--- src/design/qhpw_pkg.sv ---
// ----------------------------------------------------------------------------
// qhpw_pkg: shared types, constants and microcode for the point warp block
// Holds the request and response words, the micro-instruction format, the
// register map of the working store and the microprogram for the build and
// transform sequences.
// ----------------------------------------------------------------------------
package qhpw_pkg;

   localparam int COORD_BITS = 16;
   localparam int DATA_BITS  = 64;
   localparam int RADDR_BITS = 6;
   localparam int PC_BITS    = 8;

   typedef enum logic [1:0] {
      MODE_LOAD  = 2'd0,
      MODE_BUILD = 2'd1,
      MODE_XFORM = 2'd2,
      MODE_NONE  = 2'd3
   } mode_type;

   typedef struct packed {
      logic [1:0]         mode;
      logic [2:0]         corner_index;
      logic signed [15:0] x_coord;
      logic signed [15:0] y_coord;
   } req_type;

   typedef struct packed {
      logic signed [63:0] out_x;
      logic signed [63:0] out_y;
      logic               ok;
   } rsp_type;

   typedef enum logic [3:0] {
      OP_ADD, OP_SUB, OP_MUL, OP_DIV, OP_BNZ, OP_JMP,
      OP_CLROK, OP_BANK, OP_OUTX, OP_OUTY, OP_END
   } op_type;

   typedef struct packed {
      op_type                op;
      logic [RADDR_BITS-1:0] dst;
      logic [RADDR_BITS-1:0] src_a;
      logic [RADDR_BITS-1:0] src_b;
      logic [PC_BITS-1:0]    target;
   } uinst_type;

   typedef struct packed {
      logic start;
      logic is_div;
   } alu_ctl_type;

   typedef enum logic [2:0] {
      ST_IDLE, ST_FETCH, ST_RDB, ST_EXEC, ST_WAIT, ST_DONE
   } state_type;

   // working store map
   localparam int R_CY   = 8;
   localparam int R_W    = 16;
   localparam int R_X    = 25;
   localparam int R_Y    = 26;
   localparam int R_ZERO = 27;
   localparam int R_ONE  = 28;
   localparam int R_S    = 29;
   localparam int R_D    = 38;
   localparam int R_I    = 47;
   localparam int R_T    = 56;

   localparam int PC_PROJ  = 16;
   localparam int PC_DIVP  = 30;
   localparam int PC_FORM  = 38;
   localparam int PC_ADJ   = 54;
   localparam int PC_MM    = 81;
   localparam int PC_XFORM = 127;
   localparam int PC_XDIV  = 136;
   localparam int PROG_LEN = 149;

   typedef uinst_type [0:PROG_LEN-1] prog_type;

   function automatic uinst_type mk(op_type op, int d, int a, int b, int t);
      uinst_type u;
      u.op     = op;
      u.dst    = RADDR_BITS'(d);
      u.src_a  = RADDR_BITS'(a);
      u.src_b  = RADDR_BITS'(b);
      u.target = PC_BITS'(t);
      return u;
   endfunction

   function automatic prog_type build_prog();
      prog_type p;
      int ja[9];
      int jb[9];
      int jc[9];
      int jd[9];
      int k;
      int i;
      int j;
      ja = '{4, 7, 1, 6, 0, 3, 3, 6, 0};
      jb = '{8, 2, 5, 5, 8, 2, 7, 1, 4};
      jc = '{7, 1, 4, 3, 6, 0, 6, 0, 3};
      jd = '{5, 8, 2, 8, 2, 5, 4, 7, 1};
      p = '{default: '0};
      // square to quad, corners a..d at 0..3 (x) and 8..11 (y)
      p[0]  = mk(OP_SUB, R_T, 11, 10, 0);
      p[1]  = mk(OP_SUB, R_T+1, 8, 9, 0);
      p[2]  = mk(OP_ADD, R_T+1, R_T+1, 10, 0);
      p[3]  = mk(OP_SUB, R_T+1, R_T+1, 11, 0);
      p[4]  = mk(OP_BNZ, 0, R_T, 0, PC_PROJ);
      p[5]  = mk(OP_BNZ, 0, R_T+1, 0, PC_PROJ);
      p[6]  = mk(OP_SUB, R_S, 1, 0, 0);
      p[7]  = mk(OP_SUB, R_S+1, 2, 1, 0);
      p[8]  = mk(OP_ADD, R_S+2, 0, R_ZERO, 0);
      p[9]  = mk(OP_SUB, R_S+3, 9, 8, 0);
      p[10] = mk(OP_SUB, R_S+4, 10, 9, 0);
      p[11] = mk(OP_ADD, R_S+5, 8, R_ZERO, 0);
      p[12] = mk(OP_ADD, R_S+6, R_ZERO, R_ZERO, 0);
      p[13] = mk(OP_ADD, R_S+7, R_ZERO, R_ZERO, 0);
      p[14] = mk(OP_ADD, R_S+8, R_ONE, R_ZERO, 0);
      p[15] = mk(OP_BANK, 0, 0, 0, PC_ADJ);
      p[16] = mk(OP_SUB, R_T+2, 1, 2, 0);
      p[17] = mk(OP_SUB, R_T+3, 3, 2, 0);
      p[18] = mk(OP_SUB, R_T+4, 0, 1, 0);
      p[19] = mk(OP_ADD, R_T+4, R_T+4, 2, 0);
      p[20] = mk(OP_SUB, R_T+4, R_T+4, 3, 0);
      p[21] = mk(OP_SUB, R_T+5, 9, 10, 0);
      p[22] = mk(OP_MUL, R_T+6, R_T+2, R_T, 0);
      p[23] = mk(OP_MUL, R_T+7, R_T+3, R_T+5, 0);
      p[24] = mk(OP_SUB, R_T+6, R_T+6, R_T+7, 0);
      p[25] = mk(OP_BNZ, 0, R_T+6, 0, PC_DIVP);
      p[26] = mk(OP_CLROK, 0, 0, 0, 0);
      p[27] = mk(OP_ADD, R_S+6, R_ZERO, R_ZERO, 0);
      p[28] = mk(OP_ADD, R_S+7, R_ZERO, R_ZERO, 0);
      p[29] = mk(OP_JMP, 0, 0, 0, PC_FORM);
      p[30] = mk(OP_MUL, R_T+7, R_T+4, R_T, 0);
      p[31] = mk(OP_MUL, R_S+6, R_T+3, R_T+1, 0);
      p[32] = mk(OP_SUB, R_T+7, R_T+7, R_S+6, 0);
      p[33] = mk(OP_DIV, R_S+6, R_T+7, R_T+6, 0);
      p[34] = mk(OP_MUL, R_T+7, R_T+2, R_T+1, 0);
      p[35] = mk(OP_MUL, R_S+7, R_T+4, R_T+5, 0);
      p[36] = mk(OP_SUB, R_T+7, R_T+7, R_S+7, 0);
      p[37] = mk(OP_DIV, R_S+7, R_T+7, R_T+6, 0);
      p[38] = mk(OP_MUL, R_T+7, R_S+6, 1, 0);
      p[39] = mk(OP_SUB, R_T, 1, 0, 0);
      p[40] = mk(OP_ADD, R_S, R_T, R_T+7, 0);
      p[41] = mk(OP_MUL, R_T+7, R_S+7, 3, 0);
      p[42] = mk(OP_SUB, R_T, 3, 0, 0);
      p[43] = mk(OP_ADD, R_S+1, R_T, R_T+7, 0);
      p[44] = mk(OP_ADD, R_S+2, 0, R_ZERO, 0);
      p[45] = mk(OP_MUL, R_T+7, R_S+6, 9, 0);
      p[46] = mk(OP_SUB, R_T, 9, 8, 0);
      p[47] = mk(OP_ADD, R_S+3, R_T, R_T+7, 0);
      p[48] = mk(OP_MUL, R_T+7, R_S+7, 11, 0);
      p[49] = mk(OP_SUB, R_T, 11, 8, 0);
      p[50] = mk(OP_ADD, R_S+4, R_T, R_T+7, 0);
      p[51] = mk(OP_ADD, R_S+5, 8, R_ZERO, 0);
      p[52] = mk(OP_ADD, R_S+8, R_ONE, R_ZERO, 0);
      p[53] = mk(OP_BANK, 0, 0, 0, PC_ADJ);
      // adjoint of source matrix
      for (k = 0; k < 9; k++) begin
         p[PC_ADJ+3*k]   = mk(OP_MUL, R_T, R_S+ja[k], R_S+jb[k], 0);
         p[PC_ADJ+3*k+1] = mk(OP_MUL, R_T+1, R_S+jc[k], R_S+jd[k], 0);
         p[PC_ADJ+3*k+2] = mk(OP_SUB, R_I+k, R_T, R_T+1, 0);
      end
      // destination times adjoint
      for (i = 0; i < 3; i++) begin
         for (j = 0; j < 3; j++) begin
            k = PC_MM + 5*(i*3+j);
            p[k]   = mk(OP_MUL, R_T, R_D+i*3, R_I+j, 0);
            p[k+1] = mk(OP_MUL, R_T+1, R_D+i*3+1, R_I+3+j, 0);
            p[k+2] = mk(OP_ADD, R_T, R_T, R_T+1, 0);
            p[k+3] = mk(OP_MUL, R_T+1, R_D+i*3+2, R_I+6+j, 0);
            p[k+4] = mk(OP_ADD, R_W+i*3+j, R_T, R_T+1, 0);
         end
      end
      p[126] = mk(OP_END, 0, 0, 0, 0);
      // point transform
      p[127] = mk(OP_MUL, R_T, R_W+6, R_X, 0);
      p[128] = mk(OP_MUL, R_T+1, R_W+7, R_Y, 0);
      p[129] = mk(OP_ADD, R_T, R_T, R_T+1, 0);
      p[130] = mk(OP_ADD, R_T, R_T, R_W+8, 0);
      p[131] = mk(OP_BNZ, 0, R_T, 0, PC_XDIV);
      p[132] = mk(OP_CLROK, 0, 0, 0, 0);
      p[133] = mk(OP_OUTX, 0, R_X, 0, 0);
      p[134] = mk(OP_OUTY, 0, R_Y, 0, 0);
      p[135] = mk(OP_END, 0, 0, 0, 0);
      p[136] = mk(OP_MUL, R_T+1, R_W, R_X, 0);
      p[137] = mk(OP_MUL, R_T+2, R_W+1, R_Y, 0);
      p[138] = mk(OP_ADD, R_T+1, R_T+1, R_T+2, 0);
      p[139] = mk(OP_ADD, R_T+1, R_T+1, R_W+2, 0);
      p[140] = mk(OP_DIV, R_T+1, R_T+1, R_T, 0);
      p[141] = mk(OP_OUTX, 0, R_T+1, 0, 0);
      p[142] = mk(OP_MUL, R_T+1, R_W+3, R_X, 0);
      p[143] = mk(OP_MUL, R_T+2, R_W+4, R_Y, 0);
      p[144] = mk(OP_ADD, R_T+1, R_T+1, R_T+2, 0);
      p[145] = mk(OP_ADD, R_T+1, R_T+1, R_W+5, 0);
      p[146] = mk(OP_DIV, R_T+1, R_T+1, R_T, 0);
      p[147] = mk(OP_OUTY, 0, R_T+1, 0, 0);
      p[148] = mk(OP_END, 0, 0, 0, 0);
      return p;
   endfunction

   localparam prog_type PROG = build_prog();

   // second corner set: shift corner slots by four, source matrix to destination
   function automatic logic [RADDR_BITS-1:0] remap(logic [RADDR_BITS-1:0] a, logic bank);
      logic [RADDR_BITS-1:0] r;
      r = a;
      if (bank) begin
         if (a < RADDR_BITS'(4) || (a >= RADDR_BITS'(R_CY) && a < RADDR_BITS'(R_CY+4)))
            r = a + RADDR_BITS'(4);
         else if (a >= RADDR_BITS'(R_S) && a < RADDR_BITS'(R_D))
            r = a + RADDR_BITS'(R_D-R_S);
      end
      return r;
   endfunction

endpackage

--- src/design/qhpw_regs.sv ---
// ----------------------------------------------------------------------------
// qhpw_regs: working store for matrices and intermediates
// One write and one registered read a cycle; entries never written read zero.
// ----------------------------------------------------------------------------
module qhpw_regs (
   input  logic                              clock,
   input  logic                              reset,
   input  logic                              wr_en,
   input  logic [qhpw_pkg::RADDR_BITS-1:0]   wr_addr,
   input  logic [63:0]                       wr_data,
   input  logic [qhpw_pkg::RADDR_BITS-1:0]   rd_addr,
   output logic [63:0]                       rd_data
);

   localparam int DEPTH = 1 << qhpw_pkg::RADDR_BITS;

   logic [63:0]      mem [DEPTH];
   logic [DEPTH-1:0] valid_ff;
   logic [63:0]      data_ff;
   logic             hit_ff;

   always_ff @(posedge clock) begin
      if (reset) begin
         valid_ff <= '0;
      end else if (wr_en) begin
         valid_ff[wr_addr] <= 1'b1;
      end
   end

   always_ff @(posedge clock) begin
      if (wr_en) begin
         mem[wr_addr] <= wr_data;
      end
      data_ff <= mem[rd_addr];
      hit_ff  <= valid_ff[rd_addr];
   end

   assign rd_data = hit_ff ? data_ff : 64'd0;

endmodule

--- config.mk ---
export PLATFORM = sky130hd
export DESIGN_NAME = qhpw_regs
export DESIGN_NICKNAME = d
export VERILOG_FILES = /design/src/design/qhpw_pkg.sv /design/src/design/qhpw_regs.sv
export SDC_FILE = /design/constraint.sdc
export NUM_CORES = 2
export LEC_CHECK = 0
export BUFFER_PORTS_ARGS = -buffer_cell sky130_fd_sc_hd__buf_2
export CAP_MARGIN = 20
export CORE_MARGIN = 4
export CORE_UTILIZATION = 55
export DETAILED_ROUTE_END_ITERATION = 10
export GPL_TIMING_DRIVEN = 0
export PLACE_DENSITY_LB_ADDON = 0.3
export SKIP_CTS_REPAIR_TIMING = 1
export SYNTH_ARGS = -nofsm -noshare
export SYNTH_HDL_FRONTEND = slang
export SYNTH_SLANG_ARGS = --single-unit
--- constraint.sdc ---
create_clock -name clock -period 16.9 [get_ports clock]
set_clock_uncertainty 0.2 [all_clocks]
set_input_delay 0.845 -clock clock [delete_from_list [all_inputs] [get_ports clock]]
set_output_delay 0.845 -clock clock [all_outputs]
set_load 0.02 [all_outputs]
Yosys cells after proc, flatten, opt, wreduce, memory -nomap -nowiden. Memories as Yosys holds them, arrays and structs flattened. A register that Yosys moved wholly into a read port is not among the register bits. Index checks and enable logic that the tools add are counted.

Bits in latches: 0. Logic and storage cells: 15. Register bits after elaboration: 65. Memories: 1. Bits in writable memories: 4096. Bits in read-only memories: 0. Bits of input ports: 79.

Divide/modulo/power cells: 0. Reductions and logical operators: 1. Multiply operators: 0. Shifts and indexed selects: 0. Bitwise logic cells: 1. $add $sub $neg: 0. Multiplexer cells: 7. Equality and inequality tests: 0. $lt $le $gt $ge: 3.

Memory list: mem (words 64, width 64, rd ports 1, clocked after Yosys merged registers in 1, wr ports 1, line qhpw_regs.sv:17) `logic [63:0] mem [DEPTH];`.

Operator list (number): $mux W64 (1); $or A64 B64 Y64 (1); $lt A6 B7 Y1 const B (2); $bmux W1 S6 (1); $demux W1 S6 (1); $ge A6 B1 Y1 const B (1); $mux W1 (4); $logic_and A1 B1 Y1 (1).

Depth between registers and ports, before layout.
Depth after elaboration: 5. Gate-level depth with buffers: 10. Depth with buffers taken out: 5.

Least setup slack after synthesis. Ideal clock, no wire load.

Kind: input to register. Start: input wr_en. End: memory mem[40][0], enable pin. Data required time: 16133 ps. Data arrival time: 5722 ps. Path slack: 10411 ps. Stages on the path: 3. Path buffers: 0. Path through: nor2b_1 nand3_1 nor3_1.

Longest elaborated chain between the ends: 2.

Ends and longest elaborated chain: start, declared (line qhpw_regs.sv:8) `input logic wr_en,`; $mux W1 (line qhpw_regs.sv:31) `if (wr_en) begin`; $mux W1 (not written as such) (line qhpw_regs.sv:32) `mem[wr_addr] <= wr_data;`; end, declared (line qhpw_regs.sv:17).

Every way passes these cells.

==> results by group <==
Power
  • Worst VDD drop: roughly 110 µV
  • Register share of total power: between 50% and 60%
  • Pwr Total: 21.7 mW
  • Sw Ratio: 21.5%
  • P per Cell Area: around 120 mW/mm²
  • Switch Pwr: 4.66 mW
  • Internal: 17.0 mW
  • Leak: 58.4 nW
  • Clock share of power: between 40% and 50%
  • Combinational share of power: 5.5%

Timing
  • TNS Setup: 0 ns
  • RSZ-0062 raised after global routing: no
  • Final Max Tran Viols: 0
  • Worst-margin pin slew: 1.28 ns
  • Final hold vios: 0
  • Headroom to the max-slew limit: 14.7%
  • Setup-failing EPs final: 0
  • Fin crit share: about 28%
  • Post-layout min period: approximately 4.7 ns
  • Peak Freq: 211 MHz

Die
  • Die Width: ~550 µm
  • Core ar.: 0.288 mm²
  • Num rows: ~200
  • DIE AREA: approximately 0.30 mm²
  • I/O pin cnt: between 100 and 150
  • Initial Util: between 50% and 60%
  • Die Y: about 550 µm

Route
  • First DRT Iteration DRCs: ~13k
  • Per-cell routed wire length: between 30 and 40 µm
  • Drt drc: 0
  • DR vias/cell: between 6 and 7
  • Met2 WL post-DR: roughly 210000 µm
  • Final ANT Viol Nets: 0
  • Met3 Routed Length: 56500 µm
  • Detailed Route WL: 447000 µm
  • Wl on met1: 153000 µm
  • Vias: between 80k and 90k
  • Drt first pass iters: 8
  • Highest Signal Layer: met5

Clock tree
  • Htree depth: 5
  • Clk sinks: approximately 4.2k
  • CTS tree: yes
  • CTS buffer count: ~410
  • Root Buffer: clkbuf_16
  • CTS clk-pin slew, worst paths: ~0.060 ns
  • Clk_lat worst skew: about 0.93 ns
  • CTS max path bufs: 4

Layout
  • Finished Core Util: between 60% and 70%
  • Finished Layout Cells: 11.9k
  • Fin area: between 0.15 and 0.2 mm²
  • Fin nets: ~8k
  • Layout cells sized above 1: roughly 30%
  • Most frequent cells in the layout: edfxtp_1, mux4_2, clkbuf_16
  • Area grow syn2layout: 15.4%
  • Leading cell type in the layout, fill and taps excluded: edfxtp_1

Yosys
  • Synth area leaders: edfxtp_1, mux4_2, dfxtp_1
  • Syn Area/Cell: about 23 µm²
  • Synth area leader: edfxtp_1
  • Post-synthesis net count: about 7k
  • Syn Inst Count: slightly below 7k
  • Synth warn: 0
  • Register area share after synthesis: 78.8%
  • Distinct cell type count after synthesis: 33
  • #FFs+latches synth: roughly 4.2k
  • Cell Area, Synth: 0.159 mm²
  • Top cell type's share of synthesized area: approximately 77%

Outcome
  • Run status: finished clean

GRT
  • GRT Util Overall: approximately 30%
  • Vias in the first global route: 80.5k
  • Wire length of the first global-routing pass: ~620000 µm
  • Initial antenna violation count: 41
  • Grt total ovfl: 0
  • Largest net degree at the start of global routing: 65

Place
  • Placed wire-length estimate: roughly 290000 µm
  • RePlAce Congestion: approximately 0.90
  • Placed insts: between 10k and 15k
  • Placed Area: roughly 0.17 mm²
  • IO buf count: about 140

Worst setup path
  • Critical path launch point: rd_addr[2]
  • Crit Path Max Fanout: 11
  • Worst EP arrival: approximately 5.3 ns
  • R2r endpoint: data_ff[10]
  • R2R setup slack: about 14 ns
  • Setup crit start kind: input pin
  • WP data required: ~17 ns
  • Reg2reg start: mem[47][10]
  • Kind of critical path: in2reg
  • Crit. End Element: flip-flop
  • FF-to-FF path depth: 5
  • Worst Setup EP: data_ff[10]

Job
  • MaxCap Viol Count: 0

Min path
  • Hold WC Path Type: in2reg
[flip-flops by register name (all words and copies together), names as in the netlist]
| name | count |
|---|---|
| data_ff | 64 |
| hit_ff | 1 |
| valid_ff | 64 |
| mem | 4096 |
[critical path: stages]
cell	delay [ns]
buf_2	0.52
buf_2	0.65
buf_2	0.62
buf_2	0.66
mux2i_1	0.32
o22ai_1	0.25
a41oi_1	1.01
nor2_1	0.28
[layout make-up]
type                       instances  area, µm²
sequential                      4225     126000
buffer                           388       2020
fill                           18100     104000
clock buffer                     523      11100
tap                             3781       4730
clock inverter                   216       1870
multi-input combinational       2320      32100
inverter                          19       71.3
antenna                           29       72.6
timing repair buffer             431       6330
[cell usage after synthesis, drive strengths merged]
cell type / count
a2111oi: 21
a21oi: 1
a22o: 2
a22oi: 258
a2bb2oi: 19
a31oi: 39
a41oi: 25
and2: 67
buf: 252
clkbuf: 136
dfxtp: 129
edfxtp: 4096
inv: 19
mux2i: 196
mux4: 1040
nand2: 118
nand2b: 6
nand3: 96
nand3b: 1
nand4: 2
nor2: 251
nor2b: 32
nor3: 4
nor3b: 1
o21ba: 4
o22ai: 84
o31ai: 1
or2: 25
or3: 27
[through the flow]
| step | worst slack [ns] | hold slack, ns |
|---|---|---|
| 2_1_floorplan | 10.41 | 0.235 |
| 3_3_place_gp | 4.43 | 0.243 |
| 3_5_place_dp | 11.58 | 0.252 |
| 4_1_cts | 12.56 | 0.135 |
| 5_1_grt | 12.37 | 0.00947 |
| 6_report | 12.17 | 0.0222 |
[logic make-up (layout without fill, tap and decap cells)]
family / Yosys count / in the layout / synth area share (%)
multiplexers: 1236 / 1236 / 15.9
other: 0 / 29 / 0
buffers and inverters: 407 / 1577 / 1.31
flip-flops: 4225 / 4225 / 78.8
AO/OA/AOI/OAI: 454 / 454 / 2.10
AND/OR/NAND/NOR: 630 / 630 / 1.82
[worst min path at each step]
stage	startpoint	endpoint	slack [ns]	cells after the start
floorplan	valid_ff[12]	valid_ff[12]	0.23	2
global placement	valid_ff[0]	valid_ff[0]	0.24	2
detailed placement	valid_ff[5]	valid_ff[5]	0.25	2
CTS	wr_data[27]	mem[48][27]	0.13	1
global route	wr_data[62]	mem[54][62]	0.009	1
finish	wr_data[54]	mem[40][54]	0.02	1
[per-layer routing]
layer / vias up / track usage, %
li1: 31200 / -
met1: 42500 / 40.2
met2: 6274 / 44.9
met3: 1237 / 7.31
met4: 10 / 16.6
met5: - / 0
[power by group through the flow]
| stage | clock, mW | sequential (mW) | combinational [mW] |
|---|---|---|---|
| detailed placement | 0 | 11.8 | 1.14 |
| finish | 8.88 | 11.6 | 1.20 |
| floorplan | 0 | 11.8 | 0.574 |
| global placement | 0 | 11.8 | 1.08 |
| CTS | 8.92 | 11.6 | 1.15 |
| global route | 9.39 | 11.6 | 1.24 |
Power figures use the tool's default switching activity.
