File: config.mk
export PLATFORM = sky130hd
export DESIGN_NAME = qhpw_alu
export DESIGN_NICKNAME = d
export VERILOG_FILES = /design/src/design/qhpw_pkg.sv /design/src/design/qhpw_alu.sv
export SDC_FILE = /design/constraint.sdc
export NUM_CORES = 2
export LEC_CHECK = 0
export BUFFER_PORTS_ARGS = -buffer_cell sky130_fd_sc_hd__buf_2
export CORE_UTILIZATION = 65
export CTS_BUF_LIST = sky130_fd_sc_hd__clkbuf_8
export DETAILED_ROUTE_END_ITERATION = 7
export PLACE_DENSITY = 0.83
export RECOVER_POWER = 25
export SYNTH_ARGS = -nofsm -noshare
export SYNTH_HDL_FRONTEND = slang
export SYNTH_SLANG_ARGS = --single-unit
File: constraint.sdc
create_clock -name clock -period 18.79 [get_ports clock]
set_input_delay 0.9395 -clock clock [delete_from_list [all_inputs] [get_ports clock]]
set_output_delay 0.9395 -clock clock [all_outputs]
set_load 0.02 [all_outputs]
File: src/design/qhpw_pkg.sv
// ----------------------------------------------------------------------------
// qhpw_pkg: shared types, constants and microcode for the point warp block
// Holds the request and response words, the micro-instruction format, the
// register map of the working store and the microprogram for the build and
// transform sequences.
// ----------------------------------------------------------------------------
package qhpw_pkg;

   localparam int COORD_BITS = 16;
   localparam int DATA_BITS  = 64;
   localparam int RADDR_BITS = 6;
   localparam int PC_BITS    = 8;

   typedef enum logic [1:0] {
      MODE_LOAD  = 2'd0,
      MODE_BUILD = 2'd1,
      MODE_XFORM = 2'd2,
      MODE_NONE  = 2'd3
   } mode_type;

   typedef struct packed {
      logic [1:0]         mode;
      logic [2:0]         corner_index;
      logic signed [15:0] x_coord;
      logic signed [15:0] y_coord;
   } req_type;

   typedef struct packed {
      logic signed [63:0] out_x;
      logic signed [63:0] out_y;
      logic               ok;
   } rsp_type;

   typedef enum logic [3:0] {
      OP_ADD, OP_SUB, OP_MUL, OP_DIV, OP_BNZ, OP_JMP,
      OP_CLROK, OP_BANK, OP_OUTX, OP_OUTY, OP_END
   } op_type;

   typedef struct packed {
      op_type                op;
      logic [RADDR_BITS-1:0] dst;
      logic [RADDR_BITS-1:0] src_a;
      logic [RADDR_BITS-1:0] src_b;
      logic [PC_BITS-1:0]    target;
   } uinst_type;

   typedef struct packed {
      logic start;
      logic is_div;
   } alu_ctl_type;

   typedef enum logic [2:0] {
      ST_IDLE, ST_FETCH, ST_RDB, ST_EXEC, ST_WAIT, ST_DONE
   } state_type;

   // working store map
   localparam int R_CY   = 8;
   localparam int R_W    = 16;
   localparam int R_X    = 25;
   localparam int R_Y    = 26;
   localparam int R_ZERO = 27;
   localparam int R_ONE  = 28;
   localparam int R_S    = 29;
   localparam int R_D    = 38;
   localparam int R_I    = 47;
   localparam int R_T    = 56;

   localparam int PC_PROJ  = 16;
   localparam int PC_DIVP  = 30;
   localparam int PC_FORM  = 38;
   localparam int PC_ADJ   = 54;
   localparam int PC_MM    = 81;
   localparam int PC_XFORM = 127;
   localparam int PC_XDIV  = 136;
   localparam int PROG_LEN = 149;

   typedef uinst_type [0:PROG_LEN-1] prog_type;

   function automatic uinst_type mk(op_type op, int d, int a, int b, int t);
      uinst_type u;
      u.op     = op;
      u.dst    = RADDR_BITS'(d);
      u.src_a  = RADDR_BITS'(a);
      u.src_b  = RADDR_BITS'(b);
      u.target = PC_BITS'(t);
      return u;
   endfunction

   function automatic prog_type build_prog();
      prog_type p;
      int ja[9];
      int jb[9];
      int jc[9];
      int jd[9];
      int k;
      int i;
      int j;
      ja = '{4, 7, 1, 6, 0, 3, 3, 6, 0};
      jb = '{8, 2, 5, 5, 8, 2, 7, 1, 4};
      jc = '{7, 1, 4, 3, 6, 0, 6, 0, 3};
      jd = '{5, 8, 2, 8, 2, 5, 4, 7, 1};
      p = '{default: '0};
      // square to quad, corners a..d at 0..3 (x) and 8..11 (y)
      p[0]  = mk(OP_SUB, R_T, 11, 10, 0);
      p[1]  = mk(OP_SUB, R_T+1, 8, 9, 0);
      p[2]  = mk(OP_ADD, R_T+1, R_T+1, 10, 0);
      p[3]  = mk(OP_SUB, R_T+1, R_T+1, 11, 0);
      p[4]  = mk(OP_BNZ, 0, R_T, 0, PC_PROJ);
      p[5]  = mk(OP_BNZ, 0, R_T+1, 0, PC_PROJ);
      p[6]  = mk(OP_SUB, R_S, 1, 0, 0);
      p[7]  = mk(OP_SUB, R_S+1, 2, 1, 0);
      p[8]  = mk(OP_ADD, R_S+2, 0, R_ZERO, 0);
      p[9]  = mk(OP_SUB, R_S+3, 9, 8, 0);
      p[10] = mk(OP_SUB, R_S+4, 10, 9, 0);
      p[11] = mk(OP_ADD, R_S+5, 8, R_ZERO, 0);
      p[12] = mk(OP_ADD, R_S+6, R_ZERO, R_ZERO, 0);
      p[13] = mk(OP_ADD, R_S+7, R_ZERO, R_ZERO, 0);
      p[14] = mk(OP_ADD, R_S+8, R_ONE, R_ZERO, 0);
      p[15] = mk(OP_BANK, 0, 0, 0, PC_ADJ);
      p[16] = mk(OP_SUB, R_T+2, 1, 2, 0);
      p[17] = mk(OP_SUB, R_T+3, 3, 2, 0);
      p[18] = mk(OP_SUB, R_T+4, 0, 1, 0);
      p[19] = mk(OP_ADD, R_T+4, R_T+4, 2, 0);
      p[20] = mk(OP_SUB, R_T+4, R_T+4, 3, 0);
      p[21] = mk(OP_SUB, R_T+5, 9, 10, 0);
      p[22] = mk(OP_MUL, R_T+6, R_T+2, R_T, 0);
      p[23] = mk(OP_MUL, R_T+7, R_T+3, R_T+5, 0);
      p[24] = mk(OP_SUB, R_T+6, R_T+6, R_T+7, 0);
      p[25] = mk(OP_BNZ, 0, R_T+6, 0, PC_DIVP);
      p[26] = mk(OP_CLROK, 0, 0, 0, 0);
      p[27] = mk(OP_ADD, R_S+6, R_ZERO, R_ZERO, 0);
      p[28] = mk(OP_ADD, R_S+7, R_ZERO, R_ZERO, 0);
      p[29] = mk(OP_JMP, 0, 0, 0, PC_FORM);
      p[30] = mk(OP_MUL, R_T+7, R_T+4, R_T, 0);
      p[31] = mk(OP_MUL, R_S+6, R_T+3, R_T+1, 0);
      p[32] = mk(OP_SUB, R_T+7, R_T+7, R_S+6, 0);
      p[33] = mk(OP_DIV, R_S+6, R_T+7, R_T+6, 0);
      p[34] = mk(OP_MUL, R_T+7, R_T+2, R_T+1, 0);
      p[35] = mk(OP_MUL, R_S+7, R_T+4, R_T+5, 0);
      p[36] = mk(OP_SUB, R_T+7, R_T+7, R_S+7, 0);
      p[37] = mk(OP_DIV, R_S+7, R_T+7, R_T+6, 0);
      p[38] = mk(OP_MUL, R_T+7, R_S+6, 1, 0);
      p[39] = mk(OP_SUB, R_T, 1, 0, 0);
      p[40] = mk(OP_ADD, R_S, R_T, R_T+7, 0);
      p[41] = mk(OP_MUL, R_T+7, R_S+7, 3, 0);
      p[42] = mk(OP_SUB, R_T, 3, 0, 0);
      p[43] = mk(OP_ADD, R_S+1, R_T, R_T+7, 0);
      p[44] = mk(OP_ADD, R_S+2, 0, R_ZERO, 0);
      p[45] = mk(OP_MUL, R_T+7, R_S+6, 9, 0);
      p[46] = mk(OP_SUB, R_T, 9, 8, 0);
      p[47] = mk(OP_ADD, R_S+3, R_T, R_T+7, 0);
      p[48] = mk(OP_MUL, R_T+7, R_S+7, 11, 0);
      p[49] = mk(OP_SUB, R_T, 11, 8, 0);
      p[50] = mk(OP_ADD, R_S+4, R_T, R_T+7, 0);
      p[51] = mk(OP_ADD, R_S+5, 8, R_ZERO, 0);
      p[52] = mk(OP_ADD, R_S+8, R_ONE, R_ZERO, 0);
      p[53] = mk(OP_BANK, 0, 0, 0, PC_ADJ);
      // adjoint of source matrix
      for (k = 0; k < 9; k++) begin
         p[PC_ADJ+3*k]   = mk(OP_MUL, R_T, R_S+ja[k], R_S+jb[k], 0);
         p[PC_ADJ+3*k+1] = mk(OP_MUL, R_T+1, R_S+jc[k], R_S+jd[k], 0);
         p[PC_ADJ+3*k+2] = mk(OP_SUB, R_I+k, R_T, R_T+1, 0);
      end
      // destination times adjoint
      for (i = 0; i < 3; i++) begin
         for (j = 0; j < 3; j++) begin
            k = PC_MM + 5*(i*3+j);
            p[k]   = mk(OP_MUL, R_T, R_D+i*3, R_I+j, 0);
            p[k+1] = mk(OP_MUL, R_T+1, R_D+i*3+1, R_I+3+j, 0);
            p[k+2] = mk(OP_ADD, R_T, R_T, R_T+1, 0);
            p[k+3] = mk(OP_MUL, R_T+1, R_D+i*3+2, R_I+6+j, 0);
            p[k+4] = mk(OP_ADD, R_W+i*3+j, R_T, R_T+1, 0);
         end
      end
      p[126] = mk(OP_END, 0, 0, 0, 0);
      // point transform
      p[127] = mk(OP_MUL, R_T, R_W+6, R_X, 0);
      p[128] = mk(OP_MUL, R_T+1, R_W+7, R_Y, 0);
      p[129] = mk(OP_ADD, R_T, R_T, R_T+1, 0);
      p[130] = mk(OP_ADD, R_T, R_T, R_W+8, 0);
      p[131] = mk(OP_BNZ, 0, R_T, 0, PC_XDIV);
      p[132] = mk(OP_CLROK, 0, 0, 0, 0);
      p[133] = mk(OP_OUTX, 0, R_X, 0, 0);
      p[134] = mk(OP_OUTY, 0, R_Y, 0, 0);
      p[135] = mk(OP_END, 0, 0, 0, 0);
      p[136] = mk(OP_MUL, R_T+1, R_W, R_X, 0);
      p[137] = mk(OP_MUL, R_T+2, R_W+1, R_Y, 0);
      p[138] = mk(OP_ADD, R_T+1, R_T+1, R_T+2, 0);
      p[139] = mk(OP_ADD, R_T+1, R_T+1, R_W+2, 0);
      p[140] = mk(OP_DIV, R_T+1, R_T+1, R_T, 0);
      p[141] = mk(OP_OUTX, 0, R_T+1, 0, 0);
      p[142] = mk(OP_MUL, R_T+1, R_W+3, R_X, 0);
      p[143] = mk(OP_MUL, R_T+2, R_W+4, R_Y, 0);
      p[144] = mk(OP_ADD, R_T+1, R_T+1, R_T+2, 0);
      p[145] = mk(OP_ADD, R_T+1, R_T+1, R_W+5, 0);
      p[146] = mk(OP_DIV, R_T+1, R_T+1, R_T, 0);
      p[147] = mk(OP_OUTY, 0, R_T+1, 0, 0);
      p[148] = mk(OP_END, 0, 0, 0, 0);
      return p;
   endfunction

   localparam prog_type PROG = build_prog();

   // second corner set: shift corner slots by four, source matrix to destination
   function automatic logic [RADDR_BITS-1:0] remap(logic [RADDR_BITS-1:0] a, logic bank);
      logic [RADDR_BITS-1:0] r;
      r = a;
      if (bank) begin
         if (a < RADDR_BITS'(4) || (a >= RADDR_BITS'(R_CY) && a < RADDR_BITS'(R_CY+4)))
            r = a + RADDR_BITS'(4);
         else if (a >= RADDR_BITS'(R_S) && a < RADDR_BITS'(R_D))
            r = a + RADDR_BITS'(R_D-R_S);
      end
      return r;
   endfunction

endpackage

File: src/design/qhpw_alu.sv
// ----------------------------------------------------------------------------
// qhpw_alu: shared multiply and divide unit
// Low 64 bits of a product from one 32x32 multiplier, summing low and cross partial products;
// signed truncating quotient by a restoring divider, one bit per cycle.
// ----------------------------------------------------------------------------
module qhpw_alu (
   input  logic                        clock,
   input  logic                        reset,
   input  qhpw_pkg::alu_ctl_type       ctl,
   input  logic [63:0]                 opa,
   input  logic [63:0]                 opb,
   output logic                        done,
   output logic [63:0]                 result
);

   logic        busy_ff, busy_in;
   logic        div_ff, div_in;
   logic        done_ff, done_in;
   logic [6:0]  cnt_ff, cnt_in;
   logic [63:0] a_ff, a_in;
   logic [63:0] b_ff, b_in;
   logic [63:0] acc_ff, acc_in;
   logic [64:0] rem_ff, rem_in;
   logic        neg_ff, neg_in;
   logic [31:0] mx, my;
   logic [63:0] prod;
   logic [64:0] shl;

   assign prod = mx * my;
   assign shl  = {rem_ff[63:0], acc_ff[63]};

   always_comb begin
      busy_in = busy_ff;
      div_in  = div_ff;
      done_in = 1'b0;
      cnt_in  = cnt_ff;
      a_in    = a_ff;
      b_in    = b_ff;
      acc_in  = acc_ff;
      rem_in  = rem_ff;
      neg_in  = neg_ff;
      mx      = a_ff[31:0];
      my      = b_ff[31:0];
      if (cnt_ff == 7'd1) begin
         my = b_ff[63:32];
      end else if (cnt_ff == 7'd2) begin
         mx = a_ff[63:32];
      end
      if (ctl.start) begin
         busy_in = 1'b1;
         div_in  = ctl.is_div;
         cnt_in  = '0;
         rem_in  = '0;
         neg_in  = opa[63] ^ opb[63];
         if (ctl.is_div) begin
            a_in   = opa[63] ? (64'd0 - opa) : opa;
            b_in   = opb[63] ? (64'd0 - opb) : opb;
            acc_in = opa[63] ? (64'd0 - opa) : opa;
         end else begin
            a_in   = opa;
            b_in   = opb;
            acc_in = '0;
         end
      end else if (busy_ff) begin
         cnt_in = cnt_ff + 7'd1;
         if (!div_ff) begin
            if (cnt_ff == 7'd0) begin
               acc_in = prod;
            end else begin
               acc_in = acc_ff + {prod[31:0], 32'd0};
            end
            if (cnt_ff == 7'd2) begin
               busy_in = 1'b0;
               done_in = 1'b1;
            end
         end else if (cnt_ff == 7'd64) begin
            acc_in  = neg_ff ? (64'd0 - acc_ff) : acc_ff;
            busy_in = 1'b0;
            done_in = 1'b1;
         end else if (shl >= {1'b0, b_ff}) begin
            rem_in = shl - {1'b0, b_ff};
            acc_in = {acc_ff[62:0], 1'b1};
         end else begin
            rem_in = shl;
            acc_in = {acc_ff[62:0], 1'b0};
         end
      end
   end

   always_ff @(posedge clock) begin
      if (reset) begin
         busy_ff <= 1'b0;
         done_ff <= 1'b0;
      end else begin
         busy_ff <= busy_in;
         done_ff <= done_in;
      end
      div_ff <= div_in;
      cnt_ff <= cnt_in;
      a_ff   <= a_in;
      b_ff   <= b_in;
      acc_ff <= acc_in;
      rem_ff <= rem_in;
      neg_ff <= neg_in;
   end

   assign done   = done_ff;
   assign result = acc_ff;

endmodule

==> After elaboration in Yosys (flattened, before gate mapping) <==
Cells that the tools add are included.
{ "word_totals": {"ff_bits": 267, "out_inout_bits": 65, "in_bits": 132} }
{ "classes": {"n_lt_le_gt_ge": 1, "reduce_logical": 5, "muxes": 24, "multipliers": 1, "eq_ne": 4, "bitwise_logic": 3, "n_addsub": 6} }
{ "op_table": {"columns": ["operator", "n"], "rows": [
  ["$mux W64", 12],
  ["$sub A1 B64 Y64 const A", 3],
  ["$mux W32", 3],
  ["$ge A65 B64 Y1", 1],
  ["$add A64 B64 Y64", 1],
  ["$mul A32 B32 Y64", 1],
  ["$sub A64 B64 Y64", 1],
  ["$mux W1", 9],
  ["$add A7 B1 Y7 const B", 1],
  ["$eq A7 B1 Y1 const B", 1],
  ["$eq A7 B2 Y1 const B", 1],
  ["$eq A7 B7 Y1 const B", 1],
  ["$logic_not A7 Y1", 1],
  ["$ne A4 B4 Y1 const B", 1],
  ["$reduce_and A3 Y1", 1],
  ["$reduce_or A3 Y1", 1],
  ["$not A1 Y1", 2],
  ["$reduce_and A2 Y1", 1],
  ["$reduce_bool A2 Y1", 1],
  ["$xor A1 B1 Y1", 1]
]} }

==> Depth between registers and ports, before layout <==
{ "depth": {"word_depth": 9, "ltp_mapped": 41} }

==> Worst setup path after synthesis <==
No wires, ideal clock.
{ "synth_timing": {"path_kind": "register to register", "from": "register cnt_ff[0]", "to": "register acc_ff[63], in the netlist result[63] (data pin)", "path_stages_with_launch": 35, "setup_slack_ns": 8.495, "setup_time_ns": 0.261, "synth_period_minus_slack_ns": 10.295, "n_path_buf": 3, "arrival_time_ns": 10.034, "cell_sequence": "dfxtp_1 > inv_1 > ha_1 > nand3b_1 > clkbuf_1 > buf_1 > clkbuf_1 > mux2i_1 > nor2_1 > fa_1 > inv_1 > fa_1 > fa_1 > fa_1 > inv_1 > fa_1 > inv_1 > fa_1 > inv_1 > fa_1 > fa_1 > ha_1 > nand4_1 > or4b_2 > o211ai_1 > a21oi_1 > xnor2_1 > ha_1 > nand2_1 > or3_1 > o21ai_0 > nand3_1 > o21ai_0 > xnor2_1 > a221o_1"} }
{ "synth_between": {"elab_chain_len": 9} }
{ "synth_rtl": {"columns": ["item", "line", "source"], "rows": [
  ["from (decl)", "qhpw_alu.sv:19", "logic [6:0] cnt_ff, cnt_in;"],
  ["from (signal assigned)", "qhpw_alu.sv:99", "cnt_ff <= cnt_in;"],
  ["$eq A7 B2 Y1", "qhpw_alu.sv:46", "end else if (cnt_ff == 7'd2) begin"],
  ["$mux W32", "qhpw_alu.sv:46", null],
  ["$mux W32", "qhpw_alu.sv:44", "if (cnt_ff == 7'd1) begin"],
  ["$mul A32 B32 Y64", "qhpw_alu.sv:29", "assign prod = mx * my;"],
  ["$add A64 B64 Y64", "qhpw_alu.sv:70", "acc_in = acc_ff + {prod[31:0], 32'd0};"],
  ["$mux W64", "qhpw_alu.sv:67", "if (cnt_ff == 7'd0) begin"],
  ["$mux W64 *", "qhpw_alu.sv:66", "if (!div_ff) begin"],
  ["$mux W64 *", "qhpw_alu.sv:64", "end else if (busy_ff) begin"],
  ["$mux W64 *", "qhpw_alu.sv:49", "if (ctl.start) begin"],
  ["named net acc_in[63]", "qhpw_alu.sv:22", "logic [63:0] acc_ff, acc_in;"],
  ["to (signal assigned)", "qhpw_alu.sv:102", "acc_ff <= acc_in;"],
  ["to (decl)", "qhpw_alu.sv:22", null]
]} }
Mark *: on every way through the listed nets, which the timed path passes. The rest lies on a longest branch. The select of a mux whose other input is x is not followed.
A chain may end at the register's enable or synchronous reset.

==> Final worst setup path <==
{ "layout_timing": {"from": "register cnt_ff[3]", "to": "register acc_ff[63], in the netlist result[63] (data pin)"} }
The elaborated chain is that of the path after synthesis.

==> flow_summary.yaml <==
run_status:
  status: "finished with violations"
  violations: "design-rule violations, max-capacitance violations, max-slew violations"
clock_network:
  postCtsSetupBuffers: 0
  clk_pin_slew_ns: 0.06
  cts-root-buf: "clkbuf_8"
  clock_latency_ns: 0.73
  numCtsBuffers: 49
  clock_sinks: 267
  cts_resized: 0
  ctsHoldBuffers: 0
  htree_num_levels: 2
  clockBufferDepth: 3
  cts_tree: "yes"
floorplanning:
  die_h_um: 291.5
  rows: 105
  die_w_um: 291.5
  start_util_pct: 66.01
  boundaryPins: 197
  core_area_sq_um: 82500
  dieArea_sq_um: 84950
yosys:
  synth_edf_count: 194
  synthMuxAreaShare_pct: 1.326
  async_flop_share_pct: 0
  syn-cell-area_sq_um: 54460
  syn-num-nets: 7849
  seq_area_frac_synth_pct: 13.38
  ys_types: 80
  yosys.area_share.simple_pct: 16.53
  syn-mean-instance-area_sq_um: 8.441
  synthAdderAreaFrac_pct: 41.44
  synth_cells: 6452
  synth-compound-area-share_pct: 12.52
  synth_top_family_by_area: "adder cells"
  synth_warnings: 0
  synth_seq_cells: 267
  synth-main-ff-cell: "edfxtp_1"
  synthXorXnorAreaFrac_pct: 5.532
worst_setup_path:
  cp-end-kind: "register"
  required_ns: 19.24
  path_common_cell: "fa_1"
  crit_path_top_delay_cell: "a21o_1"
  crit_arrival_ns: 12.24
  crit_path_max_fanout: 50
  cpLargestDelayFamily: "adder cells"
  startpoint_type: "register"
  max_stage_delay_ns: 0.75
  path_buf_inv: 6
  worstSetupPathType: "register to register"
cells_and_area:
  syn2layout_area_growth_pct: 5.001
  drive_above_1_share_pct: 6.376
  nets: 7833
  fillers: 6635
  final_core_util_pct: 69.31
detailed_routing:
  ant_nets: 0
  dr.pass1.iters: 8
  dr_total_vias: 48890
  viasPerCell: 6.471
  drtIter0Drc: 5781
  avgRoutedWirePerCell_um: 25.14
  wl_um: 189900
  drc: 1
placed_design:
  hpwl_um: 150500
  port_buffers: 196
  gp_congestion: 1.066
sta:
  relSlewSlack_pct: -267.8
  tightest_slew_ns: 5.517
  hold_viol: 0
  tns_ns: 0
  setup_viol: 0
  drv_slew: 331
  fin_crit_sh_pct: 62.74
  period_needed_ns: 11.79
  fin_skew_ns: 0.07072
  rsz0062_at_grt: "false"
  fmax_ghz: 0.08482
global_route:
  antenna_found_initial: 14
  grt_max_degree: 102
  grt_pass1_vias: 49390
  gr-total-overflow: 0
  gr-usage-all-layers_pct: 45.55
  grt_pass1_wl_um: 291800
run:
  drv_cap: 5
worst_hold_path:
  hold_class: "input pin to register"
## flip-flops by register name (all words and copies together), names as in the netlist
signal   flops
b_ff        64
rem_ff      64
cnt_ff       7
div_ff       1
neg_ff       1
a_ff        64
result      64
done         1
busy_ff      1
## worst register-to-register path: cells and delay by family (launching register included)
family,cells,cell delay [ns]
compound gates,6,2.47
fa+ha+maj,10,4.61
simple gates,9,2.82
xor+xnor,2,0.44
flops,1,0.35
buf+inv,6,0.82
## cells by family (layout without fill, tap and decap cells)
kind of cell               after synthesis  count (layout)
DFF                                    267             267
adders and majority gates             1265            1265
muxes                                   68              68
AOI/OAI and AO/OA                     1086            1086
and+or+nand+nor                       2081            2081
xor gates and xnor gates               344             344
other                                    0               8
buffers and inverters                 1341            1366
## path summary, 6_finish.rpt
kind | to | cells past startpoint | slack (ns) | start
worst max register to register | result[63] | 33 | 7.00 | cnt_ff[3]
worst max-delay path | result[63] | 33 | 7.00 | cnt_ff[3]
worst min-delay path | busy_ff | 2 | 0.40 | reset
worst min register to register | rem_ff[47] | 2 | 0.48 | rem_ff[47]
## cells in the final DEF, fill, tap and decap left out, types with 86 or more instances in the layout
master | Yosys | final
nand2_1 | 1024 | 1023
nor2_1 | 596 | 594
ha_1 | 367 | 367
fa_1 | 898 | 898
inv_1 | 989 | 998
edfxtp_1 | 194 | 194
a21oi_1 | 337 | 331
xor2_1 | 151 | 151
xnor2_1 | 193 | 193
o21ai_0 | 233 | 232
buf_2 | 3 | 174
a21o_1 | 86 | 86
## per-stage QoR
step                      worst slack, ns  hold WS [ns]  std cells  cell area [sq um]
after global placement              7.518        0.4620       7455              56220
after global routing                6.526        0.4054       7550              57170
after floorplan                     8.495        0.4489       6452              54460
after CTS                           7.197        0.3702       7547              57220
final                               7.001        0.4014       7555              57190
after detailed placement            7.301        0.4692       7455              56220
## synth_stat cells, types with 48 or more instances
cell	number	share of area [%]
nand2_1	1024	7.1
inv_1	989	6.8
fa_1	898	33
nor2_1	596	4.1
ha_1	367	8.4
a21oi_1	337	3.1
clkbuf_1	330	2.3
o21ai_0	233	2.1
edfxtp_1	194	11
xnor2_1	193	3.1
xor2_1	151	2.4
a21o_1	86	1.2
dfxtp_1	73	2.7
nor3_1	65	0.60
nand4_1	59	0.68
a31oi_1	48	0.55
nand3_1	48	0.44
## routing by layer
metal	part of all wire [%]	global-route usage, %
met5	0.032	0
met4	7.6	28.43
met3	14	13.71
met2	43	67.55
met1	35	58.52
## cell type report
type / instances / area [sq um] / share of cell area (%)
Multi-Input combinational cell: 4844 / 42230 / 73.85
Sequential cell: 267 / 7287 / 12.74
Inverter: 991 / 3720 / 6.505
Timing Repair Buffer: 283 / 1588 / 2.776
Tap cell: 1070 / 1339 / 2.341
Clock buffer: 50 / 688.2 / 1.203
Clock inverter: 42 / 314.1 / 0.5492
Antenna cell: 8 / 20.02 / 0.03501
Power is not shown: default switching activity piles up to over one toggle a cycle in this logic, so the estimate is an artifact.
